===== config.mk =====
export PLATFORM = sky130hd
export DESIGN_NAME = nmea_style_sentence_decoder_flat
export DESIGN_NICKNAME = d
export VERILOG_FILES = /design/src/nssd_pkg.sv /design/src/nssd_if.sv /design/src/nmea_style_sentence_decoder.sv /design/src/flat_wrapper.sv
export SDC_FILE = /design/constraint.sdc
export NUM_CORES = 1
export LEC_CHECK = 0
export ABC_AREA = 1
export BUFFER_PORTS_ARGS = -buffer_cell sky130_fd_sc_hd__buf_2
export CAP_MARGIN = 20
export CORE_MARGIN = 2
export CORE_UTILIZATION = 45
export CTS_CLUSTER_SIZE = 14
export DETAILED_ROUTE_END_ITERATION = 7
export PLACE_DENSITY = 0.65
export SYNTH_ARGS = -nofsm -noshare
export SYNTH_HDL_FRONTEND = slang
export SYNTH_SLANG_ARGS = --single-unit

===== constraint.sdc =====
create_clock -name clk -period 3.96 [get_ports clk]
set_clock_uncertainty 0.15 [all_clocks]
set_input_delay 0.594 -clock clk [delete_from_list [all_inputs] [get_ports clk]]
set_output_delay 0.594 -clock clk [all_outputs]
set_load 0.03 [all_outputs]

===== src/nssd_pkg.sv =====
// ----------------------------------------------------------------------------
// nssd_pkg
// Shared constants and types for the sentence decoder: character codes,
// status / error / sentence type codes, and the decoder mode encoding.
// ----------------------------------------------------------------------------
`default_nettype none

package nssd_pkg;

  localparam int MAX_PAYLOAD_DEFAULT = 32;
  localparam int SUM_DIGITS          = 2;
  localparam int FIELD_W             = 16;
  localparam int FIELD_CNT           = 3;
  localparam int COUNT_W             = 6;

  localparam logic [7:0] CH_DOLLAR  = 8'h24;
  localparam logic [7:0] CH_STAR    = 8'h2A;
  localparam logic [7:0] CH_COMMA   = 8'h2C;
  localparam logic [7:0] CH_NEWLINE = 8'h0A;
  localparam logic [7:0] CH_ZERO    = 8'd48;
  localparam logic [7:0] CH_NINE    = 8'd57;
  localparam logic [7:0] CH_UPPER_A = 8'd65;
  localparam logic [7:0] CH_UPPER_F = 8'd70;
  localparam logic [7:0] CH_UPPER_Z = 8'd90;

  localparam logic [7:0] CH_A = 8'h41;
  localparam logic [7:0] CH_C = 8'h43;
  localparam logic [7:0] CH_E = 8'h45;
  localparam logic [7:0] CH_H = 8'h48;
  localparam logic [7:0] CH_O = 8'h4F;
  localparam logic [7:0] CH_R = 8'h52;
  localparam logic [7:0] CH_S = 8'h53;
  localparam logic [7:0] CH_V = 8'h56;

  typedef enum logic [1:0] {
    STATUS_ACCEPT  = 2'd0,
    STATUS_DECODED = 2'd1,
    STATUS_ERROR   = 2'd2
  } status_t;

  typedef enum logic [2:0] {
    ERR_NONE      = 3'd0,
    ERR_OUTSIDE   = 3'd1,
    ERR_BAD_CHAR  = 3'd2,
    ERR_TOO_LONG  = 3'd3,
    ERR_UNKNOWN   = 3'd4,
    ERR_CHECKSUM  = 3'd5
  } err_kind_t;

  typedef enum logic [2:0] {
    TYPE_NONE = 3'd0,
    TYPE_CHA  = 3'd1,
    TYPE_ACC  = 3'd2,
    TYPE_REV  = 3'd3,
    TYPE_SHO  = 3'd4,
    TYPE_RES  = 3'd5
  } msg_type_t;

  typedef enum logic [2:0] {
    MODE_IDLE    = 3'b001,
    MODE_PAYLOAD = 3'b010,
    MODE_SUM     = 3'b100
  } mode_t;

  function automatic msg_type_t classify(input logic [7:0] a, input logic [7:0] b,
                                         input logic [7:0] c);
    msg_type_t t;
    t = TYPE_NONE;
    if (a == CH_C && b == CH_H && c == CH_A) t = TYPE_CHA;
    else if (a == CH_A && b == CH_C && c == CH_C) t = TYPE_ACC;
    else if (a == CH_R && b == CH_E && c == CH_V) t = TYPE_REV;
    else if (a == CH_S && b == CH_H && c == CH_O) t = TYPE_SHO;
    else if (a == CH_R && b == CH_E && c == CH_S) t = TYPE_RES;
    return t;
  endfunction

endpackage

`default_nettype wire


===== src/nssd_if.sv =====
// ----------------------------------------------------------------------------
// nssd_if
// Valid/ready channels of the sentence decoder: the received byte stream and
// the per-byte status stream.
// ----------------------------------------------------------------------------
`default_nettype none

interface nssd_byte_if;
  logic       valid;
  logic       ready;
  logic [7:0] byte_in;

  modport source (output valid, output byte_in, input ready);
  modport sink   (input valid, input byte_in, output ready);
endinterface

interface nssd_result_if;
  logic        valid;
  logic        ready;
  logic [1:0]  status;
  logic [2:0]  error_kind;
  logic [2:0]  message_type;
  logic [15:0] field_a;
  logic [15:0] field_b;
  logic [15:0] field_c;

  modport source (output valid, output status, output error_kind, output message_type,
                  output field_a, output field_b, output field_c, input ready);
  modport sink   (input valid, input status, input error_kind, input message_type,
                  input field_a, input field_b, input field_c, output ready);
endinterface

`default_nettype wire


===== src/nmea_style_sentence_decoder.sv =====
// ----------------------------------------------------------------------------
// nmea_style_sentence_decoder
// Byte-serial deframer for $TTT,n,n,n*HH<LF> sentences with XOR checksum.
// ----------------------------------------------------------------------------
// Usage:
//   chars   : one received ASCII byte per transfer (valid/ready).
//   results : one status per byte, in order: accepted, decoded (with type
//             and up to three decimal fields) or error (with its kind).
//   A byte is held in an input register, decoded against the sentence state
//   by one pass of logic, and the status lands in an output register. The
//   status register loads from the input register as the byte advances,
//   so each status passes the input and then the output register. One
//   byte per cycle is sustained while results.ready stays high; the pass
//   that updates the sentence registers sets that figure.
//   If the results receiver stalls, the output register holds its status,
//   the input register holds one more byte, and chars.ready then drops.
//   Reset (rst, synchronous) empties both registers and returns the decoder
//   to idle, waiting for '$'. Any error also returns it to idle.
// ----------------------------------------------------------------------------
`default_nettype none

module nmea_style_sentence_decoder
  import nssd_pkg::*;
#(
  parameter int MAX_PAYLOAD = MAX_PAYLOAD_DEFAULT
) (
  input  wire logic         clk,
  input  wire logic         rst,
  nssd_byte_if.sink         chars,
  nssd_result_if.source     results
);

  // input register
  logic       in_full;
  logic [7:0] in_byte;

  // sentence state
  mode_t                  mode, mode_next;
  logic [7:0]             running_xor, running_xor_next;
  logic [COUNT_W-1:0]     payload_count, payload_count_next;
  logic [15:0]            type_letters, type_letters_next;
  msg_type_t              type_code, type_code_next;
  logic [1:0]             field_index, field_index_next;
  logic [FIELD_W-1:0]     field_values [FIELD_CNT];
  logic [FIELD_W-1:0]     field_values_next [FIELD_CNT];
  logic [1:0]             hex_count, hex_count_next;
  logic [7:0]             received_sum, received_sum_next;

  // output register
  logic                   out_full;
  status_t                r_status;
  err_kind_t              r_err;
  msg_type_t              r_type;
  logic [FIELD_W-1:0]     r_fa, r_fb, r_fc;

  logic      advance;
  logic      err_hit;
  err_kind_t err_code;
  logic      decoded;
  logic      is_dig, is_up, is_hex;
  logic [3:0] nib;
  logic [FIELD_W+3:0] acc [FIELD_CNT];

  assign advance     = in_full && (!out_full || results.ready);
  assign chars.ready = !in_full || advance;

  assign is_dig = (in_byte >= CH_ZERO) && (in_byte <= CH_NINE);
  assign is_up  = (in_byte >= CH_UPPER_A) && (in_byte <= CH_UPPER_Z);
  assign is_hex = is_dig || ((in_byte >= CH_UPPER_A) && (in_byte <= CH_UPPER_F));
  assign nib    = is_dig ? in_byte[3:0] : in_byte[3:0] + 4'd9;

  always_comb begin
    for (int k = 0; k < FIELD_CNT; k++) begin
      acc[k] = (20'(field_values[k]) * 20'd10) + 20'(in_byte[3:0]);
    end
  end

  always_comb begin
    mode_next          = mode;
    running_xor_next   = running_xor;
    payload_count_next = payload_count;
    type_letters_next  = type_letters;
    type_code_next     = type_code;
    field_index_next   = field_index;
    for (int k = 0; k < FIELD_CNT; k++) field_values_next[k] = field_values[k];
    hex_count_next     = hex_count;
    received_sum_next  = received_sum;
    err_hit            = 1'b0;
    err_code           = ERR_NONE;
    decoded            = 1'b0;

    unique case (mode)
      MODE_PAYLOAD: begin
        if (in_byte == CH_STAR) begin
          mode_next = MODE_SUM;
        end else if (!(is_up || is_dig || in_byte == CH_COMMA)) begin
          err_hit  = 1'b1;
          err_code = ERR_BAD_CHAR;
        end else if (payload_count >= COUNT_W'(MAX_PAYLOAD)) begin
          err_hit  = 1'b1;
          err_code = ERR_TOO_LONG;
        end else begin
          if (payload_count < COUNT_W'(2)) begin
            type_letters_next = {type_letters[7:0], in_byte};
          end else if (payload_count == COUNT_W'(2)) begin
            type_code_next = classify(type_letters[15:8], type_letters[7:0], in_byte);
          end
          if (in_byte == CH_COMMA) begin
            if (field_index == 2'd3) begin
              err_hit  = 1'b1;
              err_code = ERR_BAD_CHAR;
            end else begin
              field_index_next   = field_index + 2'd1;
              payload_count_next = payload_count + COUNT_W'(1);
            end
          end else begin
            running_xor_next   = running_xor ^ in_byte;
            payload_count_next = payload_count + COUNT_W'(1);
            // digits before the first comma only feed the checksum
            if (is_dig) begin
              for (int k = 0; k < FIELD_CNT; k++) begin
                if (field_index == 2'(k + 1)) begin
                  field_values_next[k] = (acc[k] > 20'hFFFF) ? 16'hFFFF : acc[k][15:0];
                end
              end
            end
          end
        end
      end
      MODE_SUM: begin
        if (in_byte == CH_NEWLINE) begin
          if (type_code == TYPE_NONE) begin
            err_hit  = 1'b1;
            err_code = ERR_UNKNOWN;
          end else if (hex_count < 2'(SUM_DIGITS) || received_sum != running_xor) begin
            err_hit  = 1'b1;
            err_code = ERR_CHECKSUM;
          end else begin
            decoded   = 1'b1;
            mode_next = MODE_IDLE;
          end
        end else if (!is_hex) begin
          err_hit  = 1'b1;
          err_code = ERR_BAD_CHAR;
        end else if (hex_count >= 2'(SUM_DIGITS)) begin
          err_hit  = 1'b1;
          err_code = ERR_TOO_LONG;
        end else begin
          received_sum_next = {received_sum[3:0], nib};
          hex_count_next    = hex_count + 2'd1;
        end
      end
      default: begin
        // idle, and any stray encoding behaves as idle
        if (in_byte != CH_DOLLAR) begin
          err_hit  = 1'b1;
          err_code = ERR_OUTSIDE;
        end else begin
          mode_next          = MODE_PAYLOAD;
          running_xor_next   = '0;
          payload_count_next = '0;
          type_letters_next  = '0;
          type_code_next     = TYPE_NONE;
          field_index_next   = '0;
          for (int k = 0; k < FIELD_CNT; k++) field_values_next[k] = '0;
          hex_count_next     = '0;
          received_sum_next  = '0;
        end
      end
    endcase

    if (err_hit) mode_next = MODE_IDLE;
  end

  always_ff @(posedge clk) begin
    if (rst) begin
      in_full <= 1'b0;
    end else if (chars.valid && chars.ready) begin
      in_full <= 1'b1;
    end else if (advance) begin
      in_full <= 1'b0;
    end
    if (chars.valid && chars.ready) begin
      in_byte <= chars.byte_in;
    end
  end

  always_ff @(posedge clk) begin
    if (rst) begin
      mode          <= MODE_IDLE;
      running_xor   <= '0;
      payload_count <= '0;
      type_letters  <= '0;
      type_code     <= TYPE_NONE;
      field_index   <= '0;
      for (int k = 0; k < FIELD_CNT; k++) field_values[k] <= '0;
      hex_count     <= '0;
      received_sum  <= '0;
    end else if (advance) begin
      mode          <= mode_next;
      running_xor   <= running_xor_next;
      payload_count <= payload_count_next;
      type_letters  <= type_letters_next;
      type_code     <= type_code_next;
      field_index   <= field_index_next;
      for (int k = 0; k < FIELD_CNT; k++) field_values[k] <= field_values_next[k];
      hex_count     <= hex_count_next;
      received_sum  <= received_sum_next;
    end
  end

  always_ff @(posedge clk) begin
    if (rst) begin
      out_full <= 1'b0;
    end else if (advance) begin
      out_full <= 1'b1;
    end else if (results.ready) begin
      out_full <= 1'b0;
    end
    if (advance) begin
      r_status <= err_hit ? STATUS_ERROR : (decoded ? STATUS_DECODED : STATUS_ACCEPT);
      r_err    <= err_code;
      r_type   <= decoded ? type_code : TYPE_NONE;
      r_fa     <= decoded ? field_values[0] : '0;
      r_fb     <= (decoded && (type_code == TYPE_SHO || type_code == TYPE_RES))
                  ? field_values[1] : '0;
      r_fc     <= (decoded && type_code == TYPE_RES) ? field_values[2] : '0;
    end
  end

  assign results.valid        = out_full;
  assign results.status       = r_status;
  assign results.error_kind   = r_err;
  assign results.message_type = r_type;
  assign results.field_a      = r_fa;
  assign results.field_b      = r_fb;
  assign results.field_c      = r_fc;

endmodule

`default_nettype wire


===== src/flat_wrapper.sv =====
// flat-port wrapper written by rule: the top's interface ports become plain ports
module nmea_style_sentence_decoder_flat import nssd_pkg::*;
#(
  parameter int MAX_PAYLOAD = MAX_PAYLOAD_DEFAULT
)
  (clk, rst, chars_valid, chars_byte_in, chars_ready, results_valid, results_status, results_error_kind, results_message_type, results_field_a, results_field_b, results_field_c, results_ready);
  nssd_byte_if chars_i ();
  nssd_result_if results_i ();
  input  wire logic clk;
  input  wire logic rst;
  input wire logic [$bits(chars_i.valid)-1:0] chars_valid;
  input wire logic [$bits(chars_i.byte_in)-1:0] chars_byte_in;
  output wire logic [$bits(chars_i.ready)-1:0] chars_ready;
  output wire logic [$bits(results_i.valid)-1:0] results_valid;
  output wire logic [$bits(results_i.status)-1:0] results_status;
  output wire logic [$bits(results_i.error_kind)-1:0] results_error_kind;
  output wire logic [$bits(results_i.message_type)-1:0] results_message_type;
  output wire logic [$bits(results_i.field_a)-1:0] results_field_a;
  output wire logic [$bits(results_i.field_b)-1:0] results_field_b;
  output wire logic [$bits(results_i.field_c)-1:0] results_field_c;
  input wire logic [$bits(results_i.ready)-1:0] results_ready;
  assign chars_i.valid = chars_valid;
  assign chars_i.byte_in = chars_byte_in;
  assign chars_ready = chars_i.ready;
  assign results_valid = results_i.valid;
  assign results_status = results_i.status;
  assign results_error_kind = results_i.error_kind;
  assign results_message_type = results_i.message_type;
  assign results_field_a = results_i.field_a;
  assign results_field_b = results_i.field_b;
  assign results_field_c = results_i.field_c;
  assign results_i.ready = results_ready;
  nmea_style_sentence_decoder #(.MAX_PAYLOAD(MAX_PAYLOAD)) u_core (.clk(clk), .rst(rst), .chars(chars_i), .results(results_i));
endmodule

==> metrics.md, run 1 <==
| Metric | Value |
|---|---|
| Number of synthesized flops with an enable pin | `112` |
| Worst setup margin | `261 ps` |
| Clock network fraction of total power | `0.332` |
| Mapped Cells | `1741` |
| Asr flop ratio synth | `0` |
| ANT cells | `0` |
| Top Usage Layer GRT | `met2` |
| TNS Setup | `0 ps` |
| Sequential share of power | `0.411` |
| Fin. Hold Viols | `0` |
| Worst reg2reg path depth | `21` |
| Via count | `11.1k` |
| Power density cells | `336 nW/um2` |
| Post-synth top cells | `nand2_1 (454), inv_1 (316), nand3_1 (180), nor2_1 (159), edfxtp_1 (112)` |
| Multi-input logic area | `6810 um2` |
| Die width | `171 um` |
| 1st-iter DRT viols | `682` |
| Switching part of the total | `0.341` |
| Yosys warning total | `0` |
| Sequential cell area fraction in the yosys report | `0.347` |
| CTS clock-pin slew for the worst setup and hold paths | `70 ps` |
| Non-Filler Instances | `2217` |
| Setup CP Type | `reg -> reg` |
| Place WS | `166 ps` |
| Ports | `70` |
| Largest net degree at the start of global routing | `41` |
| Post-DP HPWL | `22.5 mm` |
| Synth Net Count | `1863` |
| GR met2 Demand/Resource | `0.350` |
| Synth top area share | `0.268` |
| Die area | `29300 um2` |
| Initial Util | `0.455` |
| Clock buffer depth | `2` |
| Fmax | `270 MHz` |
| Clk sinks | `162` |
| First-pass GRT wire length | `48.6 mm` |
| Max VDD drop | `0.000283 V` |
| RSZ-0062 raised after global routing | `false` |
| Aggregate routed wire length | `29.0 mm` |
| Synth Cell Area | `12600 um2` |
| IO Port Bufs | `69` |
| Compound-Gate Fraction of Synth Area | `0.0578` |
| Syn-to-layout area delta | `11.6%` |
| H-tree depth | `4` |
| Fill cells | `2736` |
| Core ar. | `27600 um2` |
| Period utilization | `0.934` |
| Synth area leaders | `edfxtp_1 (27%), nand2_1 (14%), ha_1 (10%)` |
| Layout cells sized above 1 | `0.126` |
| Cell variety after synth | `47` |
| DR DRC count | `0` |
| Worst skew pair latency | `430 ps` |
| Total placed instance area | `13300 um2` |
| CP endpoint kind | `flip-flop` |
| Avg WL per Cell | `13.1 um` |
| Initial antenna violation count | `0` |
| Predominant post-synthesis flop cell | `edfxtp_1` |
| Syn Area/Cell | `7.22 um2` |
| Synth Area in Simple Gates | `0.346` |
| Status | `finished, final reports clean` |
| Min cycle time layout | `3700 ps` |
| XOR/XNOR Fraction of Synth Area | `0.0244` |
| Slew Limit Headroom | `0.560` |
| R2r setup slk | `260 ps` |
| Worst hold path type | `in -> reg` |
| Dpl cells | `2174` |
| Met3 usage | `0.0271` |
| Most common cell in the synthesized netlist | `nand2_1` |
| Final net count | `1948` |
| Largest family of logic cells by synthesized area | `simple AND/OR/NAND/NOR gates` |
| Hold Path Depth | `1` |
| Post-Synth Adder-Cell Area | `0.113` |
| Cell Int Power | `3.11 mW` |
| DR vias/cell | `4.99` |
| CTS tree | `built` |
| Routability cong. | `0.948` |
| Vias in the first global route | `10.2k` |
| Slew at the pin closest to its max-slew limit | `660 ps` |
| Final Slew Violations | `0` |
| FF/Latch Area | `4360 um2` |
| LEAKAGE | `7.01 nW` |
| Max_cap viols | `0` |
| CP Data Arrival Time | `3740 ps` |
| Clock root cell | `clkbuf_16` |
| Final Instance Area | `14000 um2` |
| CP max FO | `16` |
| Total grt overflow | `0` |
| Synth area leader | `edfxtp_1` |
| Antenna viol nets, final | `0` |
| WP data required | `4000 ps` |
| GRT Total Usage | `0.204` |
| Site Rows | `61` |
| Final setup fails | `0` |
| Switching power | `1.61 mW` |
| Post-synthesis mux area share | `0` |
| Comb pwr share | `0.257` |
| Detailed Routing Iterations Pass 1 | `5` |
| Register bit total from synthesis | `162` |
| Die Y | `171 um` |
| CP startpoint kind | `flip-flop` |
| Met1 GRT Util | `0.274` |
| TritonCTS Buffers | `17` |
[power by group through the flow]
stage / Combinational (mW) / Clock, mW / Sequential (mW)
after floorplan: 0.889 / 0 / 1.99
after global placement: 1.13 / 0 / 1.98
after detailed placement: 1.15 / 0 / 1.98
after CTS: 1.16 / 1.59 / 1.94
after global routing: 1.37 / 1.66 / 1.95
final: 1.21 / 1.57 / 1.94
[state kept, by name, indices dropped and copies added (netlist names)]
| name | cells |
|---|---|
| u_core.field_index | 2 |
| u_core.field_values | 48 |
| u_core.hex_count | 2 |
| u_core.in_byte | 8 |
| u_core.in_full | 1 |
| u_core.mode | 3 |
| u_core.payload_count | 6 |
| u_core.received_sum | 8 |
| u_core.results.error_kind | 3 |
| u_core.results.field_a | 16 |
| u_core.results.field_b | 16 |
| u_core.results.field_c | 16 |
| u_core.results.message_type | 3 |
| u_core.results.status | 2 |
| u_core.results.valid | 1 |
| u_core.running_xor | 8 |
| u_core.type_code | 3 |
| u_core.type_letters | 16 |
[worst paths after layout]
check | start | endpoint
setup / recovery | u_core.field_values[0][17] | u_core.field_values[0][20]
hold / removal | chars_byte_in[6] | u_core.in_byte[6]
setup reg to reg | u_core.field_values[0][17] | u_core.field_values[0][20]
hold reg to reg | u_core.type_letters[7] | u_core.type_letters[7]
[placed cells by master, fill, tap and decap left out, drive strengths merged]
| cell type | n |
|---|---|
| nand2 | 481 |
| inv | 335 |
| nand3 | 200 |
| nor2 | 188 |
| edfxtp | 112 |
| ha | 104 |
| buf | 95 |
| a21oi | 77 |
| dfxtp | 50 |
| nor3 | 31 |
| xor2 | 29 |
| nand4 | 28 |
| o21ai | 26 |
| clkbuf | 17 |
| a211oi | 8 |
| clkinv | 7 |
| xnor2 | 6 |
| nor4 | 6 |
| fa | 6 |
| o21a | 5 |
| a31oi | 5 |
| nand3b | 5 |
| o21bai | 4 |
| or2 | 4 |
| nor3b | 3 |
| o22ai | 2 |
| and2 | 2 |
| o311ai | 1 |
| o2111ai | 1 |
| clkinvlp | 1 |
[kinds of logic after synthesis]
logic type	Yosys count
adder cells (fa/ha/maj)	110
AO/OA/AOI/OAI	129
XOR/XNOR	35
buffers and inverters	357
AND/OR/NAND/NOR	948
flip-flops	162
[metal layers]
metal,up-vias,wire length (um)
li1,5762,-
met1,5024,13600
met2,249,13600
met3,29,1340
met4,0,386
met5,-,0
[worst max-delay path, cell delays in order (launching register included)]
cell      delay, ps
edfxtp_1        470
ha_1            330
ha_1            240
inv_1            80
fa_1            470
nor2_1          170
nand3_1         110
nand2_1          70
nand2_1          90
nor2_2          130
nand2_2          80
nor2_4          130
nand2_1          60
nor2_1          140
nand2_1          70
nand2_1          50
nand2_1          80
nor2_4           90
buf_6           190
nand3_1         120
nand2_1          90
inv_1            50
[final cells by class]
type	instances	share of cell area
flip-flops and latches	162	0.311
inverters	328	0.0878
well taps	378	0.0337
repair buffers	95	0.0424
clock buffers	17	0.0303
multi-input cells	1222	0.486
clock inverters	15	0.00892
[timing repair]
action / 4_1_cts / 5_1_grt
buffers inserted: 0 / 11
gates resized for setup: 0 / 1
hold buffers: 0 / 0
endpoints found under the hold margin: 0 / 0
endpoints found under the setup margin: 0 / 43
[stage by stage]
step,hold WS [ps],util,power (mW)
2_1_floorplan,287,-,2.88
3_3_place_gp,299,0.483,3.11
3_5_place_dp,310,0.483,3.13
4_1_cts,174,0.503,4.69
5_1_grt,178,0.508,4.98
6_report,181,0.508,4.72
No activity file was read; power rests on OpenSTA's default activity.
==> run 2: changes to the inputs <==
GPL_TIMING_DRIVEN = 0   (was default)
==> run 2 against run 1 <==
  * Register-to-register slack is essentially flat
  * Clock power grew 6%
  * Core utilization grew 0.51 points
  * Combinational power is essentially flat
  * Non-clock buffer count grew 20
  * Via count grew 1.4%
  * Cell area grew 1.0%
  * Power grew 2.0%
  * Hold slack lost 6.8 ps
  * Sequential power is essentially flat
  * Final cell count grew 0.90%
  * Highest routed layer unchanged
  * Critical path depth is the same
==> metrics.md, run 2 (synthesis gave the netlist of run 1 again) <==
| Metric | Value |
|---|---|
| Via count | `11.2k (+1.4%)` |
| Period utilization | `0.937 (+0.00263)` |
| DR vias/cell | `5.02 (+0.49%)` |
| Sequential share of power | `0.401 (-0.010)` |
| Syn-to-layout area delta | `12.7%` |
| TNS Setup | `0 ps (unchanged)` |
| CP Data Arrival Time | `3750 ps (about the same)` |
| Worst reg2reg path depth | `21 (unchanged)` |
| Avg WL per Cell | `13.2 um (+0.91%)` |
| Switching part of the total | `0.336 (-0.00484)` |
| Routability cong. | `0.888 (-6.3%)` |
| Comb pwr share | `0.254 (-0.003)` |
| LEAKAGE | `7.06 nW (+0.73%)` |
| H-tree depth | `4 (unchanged)` |
| CTS tree | `built` |
| ANT cells | `0 (unchanged)` |
| Worst hold path type | `in -> reg` |
| Slew at the pin closest to its max-slew limit | `703 ps (+43.3 ps)` |
| Switching power | `1.61 mW (+0.55%)` |
| Core ar. | `27600 um2 (unchanged)` |
| CTS clock-pin slew for the worst setup and hold paths | `70 ps (about the same)` |
| Reg with most FFs | `u_core.field_values` |
| Clock network fraction of total power | `0.345 (+0.013)` |
| Post-layout util | `0.513 (+0.00507)` |
| Dpl cells | `2191 (+0.78%)` |
| Ports | `70 (unchanged)` |
| Layout cells sized above 1 | `0.131 (+0.00510)` |
| Max_cap viols | `0 (unchanged)` |
| Total power draw | `4.81 mW (+2.0%)` |
| Vias in the first global route | `10.5k (+2.6%)` |
| Largest register FFs | `48 (unchanged)` |
| DR DRC count | `0 (unchanged)` |
| TritonCTS Buffers | `17 (unchanged)` |
| Max VDD drop | `0.000260 V (-8.1%)` |
| Die width | `171 um (unchanged)` |
| Total grt overflow | `0 (unchanged)` |
| WP data required | `4000 ps (about the same)` |
| Non-Filler Instances | `2237 (+0.90%)` |
| Antenna viol nets, final | `0 (unchanged)` |
| Aggregate routed wire length | `29.5 mm (+1.8%)` |
| Final Slew Violations | `0 (unchanged)` |
| Die area | `29300 um2 (unchanged)` |
| Die Y | `171 um (unchanged)` |
| Setup crit end | `u_core.field_values[0][28]` |
| Min cycle time layout | `3710 ps (+10.4 ps)` |
| IO Port Bufs | `68 (-1.4%)` |
| Final net count | `1968 (+1.0%)` |
| Clk sinks | `162 (unchanged)` |
| RSZ-0062 raised after global routing | `false` |
| Fmax | `270 MHz (-0.28%)` |
| GRT Total Usage | `0.210 (+0.00511)` |
| CP startpoint kind | `flip-flop` |
| Largest net degree at the start of global routing | `42 (+2.4%)` |
| Detailed Routing Iterations Pass 1 | `6 (+1)` |
| CP max FO | `10 (-6)` |
| Post-DP HPWL | `23.2 mm (+3.1%)` |
| Slew Limit Headroom | `0.531 (-0.0289)` |
| Fin. Hold Viols | `0 (unchanged)` |
| CP endpoint kind | `flip-flop` |
| Status | `finished, final reports clean` |
| 1st-iter DRT viols | `686 (+0.59%)` |
| Setup CP Type | `reg -> reg` |
| Worst hold start | `chars_byte_in[6]` |
| Initial Util | `0.455 (unchanged)` |
| Leading cell type in the layout, fill and taps excluded | `nand2_1` |
| Total placed instance area | `13500 um2 (+0.91%)` |
| Final Instance Area | `14200 um2 (+1.0%)` |
| FF-to-FF End | `u_core.field_values[0][28]` |
| Worst skew pair latency | `440 ps (about the same)` |
| Site Rows | `61 (unchanged)` |
| R2r setup slk | `250 ps (about the same)` |
| Cell Int Power | `3.20 mW (+2.7%)` |
| Initial antenna violation count | `0 (unchanged)` |
| Clock buffer depth | `2 (unchanged)` |
| Most frequent cells in the layout | `nand2_1 (453), inv_1 (315), nand3_1 (180), nor2_1 (158), edfxtp_1 (112)` |
| First-pass GRT wire length | `49.5 mm (+2.0%)` |
| CP Launch Point | `u_core.field_values[0][17]` |
| Power density cells | `340 nW/um2 (+0.99%)` |
| Clock root cell | `clkbuf_16` |
| Reg-to-Reg Start | `u_core.field_values[0][17]` |
| Final setup fails | `0 (unchanged)` |
run 2: cell types whose count changed in the layout (fill, tap and decap cells not counted), sizes merged:
cell	previous run	this run
clkinvlp	1	0
clkinv	7	5
buf	95	100
clkbuf	17	35
run 2: metal layers:
| layer | vias up | global-route usage | wire, um |
|---|---|---|---|
| li1 | 5802 | - | - |
| met1 | 5119 | 0.284 | 14100 |
| met2 | 258 | 0.347 | 13500 |
| met3 | 40 | 0.0287 | 1420 |
| met4 | 0 | 0.0637 | 529 |
| met5 | - | 0 | 0 |
run 2: worst min path at each step:
stage                               to  slack, ps  cells past startpoint
4_1_cts              u_core.in_byte[6]        170                      1
3_5_place_dp   u_core.type_letters[14]        310                      2
6_report             u_core.in_byte[6]        170                      1
5_1_grt              u_core.in_byte[0]        170                      1
3_3_place_gp   u_core.type_letters[14]        300                      2
2_1_floorplan  u_core.type_letters[14]        290                      2
run 2: area by class of cell:
| class | instances | area [um2] |
|---|---|---|
| clock inverters | 12 | 110 |
| plain buffers | 29 | 168 |
| inverters | 328 | 1230 |
| flip-flops and latches | 162 | 4360 |
| well taps | 378 | 473 |
| multi-input cells | 1222 | 6830 |
| fillers | 2709 | 13500 |
| repair buffers | 86 | 510 |
| clock buffers | 20 | 478 |
run 2: repair_timing:
item	in CTS	in global routing
gates resized for setup	0	5
setup endpoints to repair	0	30
setup buffers	0	13
hold buffers	0	0
run 2: power by group through the flow:
stage,sequential [mW],combinational (mW),clock (mW)
final,1.93,1.22,1.66
after global routing,1.94,1.39,1.75
after CTS,1.93,1.19,1.69
after detailed placement,1.97,1.18,0
after global placement,1.97,1.15,0
after floorplan,1.99,0.889,0
run 2: worst max-delay path, stage by stage (launching register included):
cell and delay, ps:
edfxtp_1 480, ha_1 340, ha_1 240, inv_1 80
fa_2 470, nor2_2 140, nand3_1 90, nand2_1 70
nand2_1 80, nor2_2 130, nand2_2 90, nor2_4 130
nand2_1 60, nor2_1 140, nand2_1 70, nand2_1 50
nand2_1 70, nor2_4 160, buf_6 180, nand3_2 70
nand2_1 100, inv_1 50
run 2: per-stage QoR:
stage / hold slack, ps / worst slack (ps)
2_1_floorplan: 287 / 610
3_3_place_gp: 304 / -831
3_5_place_dp: 305 / 132
4_1_cts: 166 / 108
5_1_grt: 174 / 1.31
6_report: 174 / 250
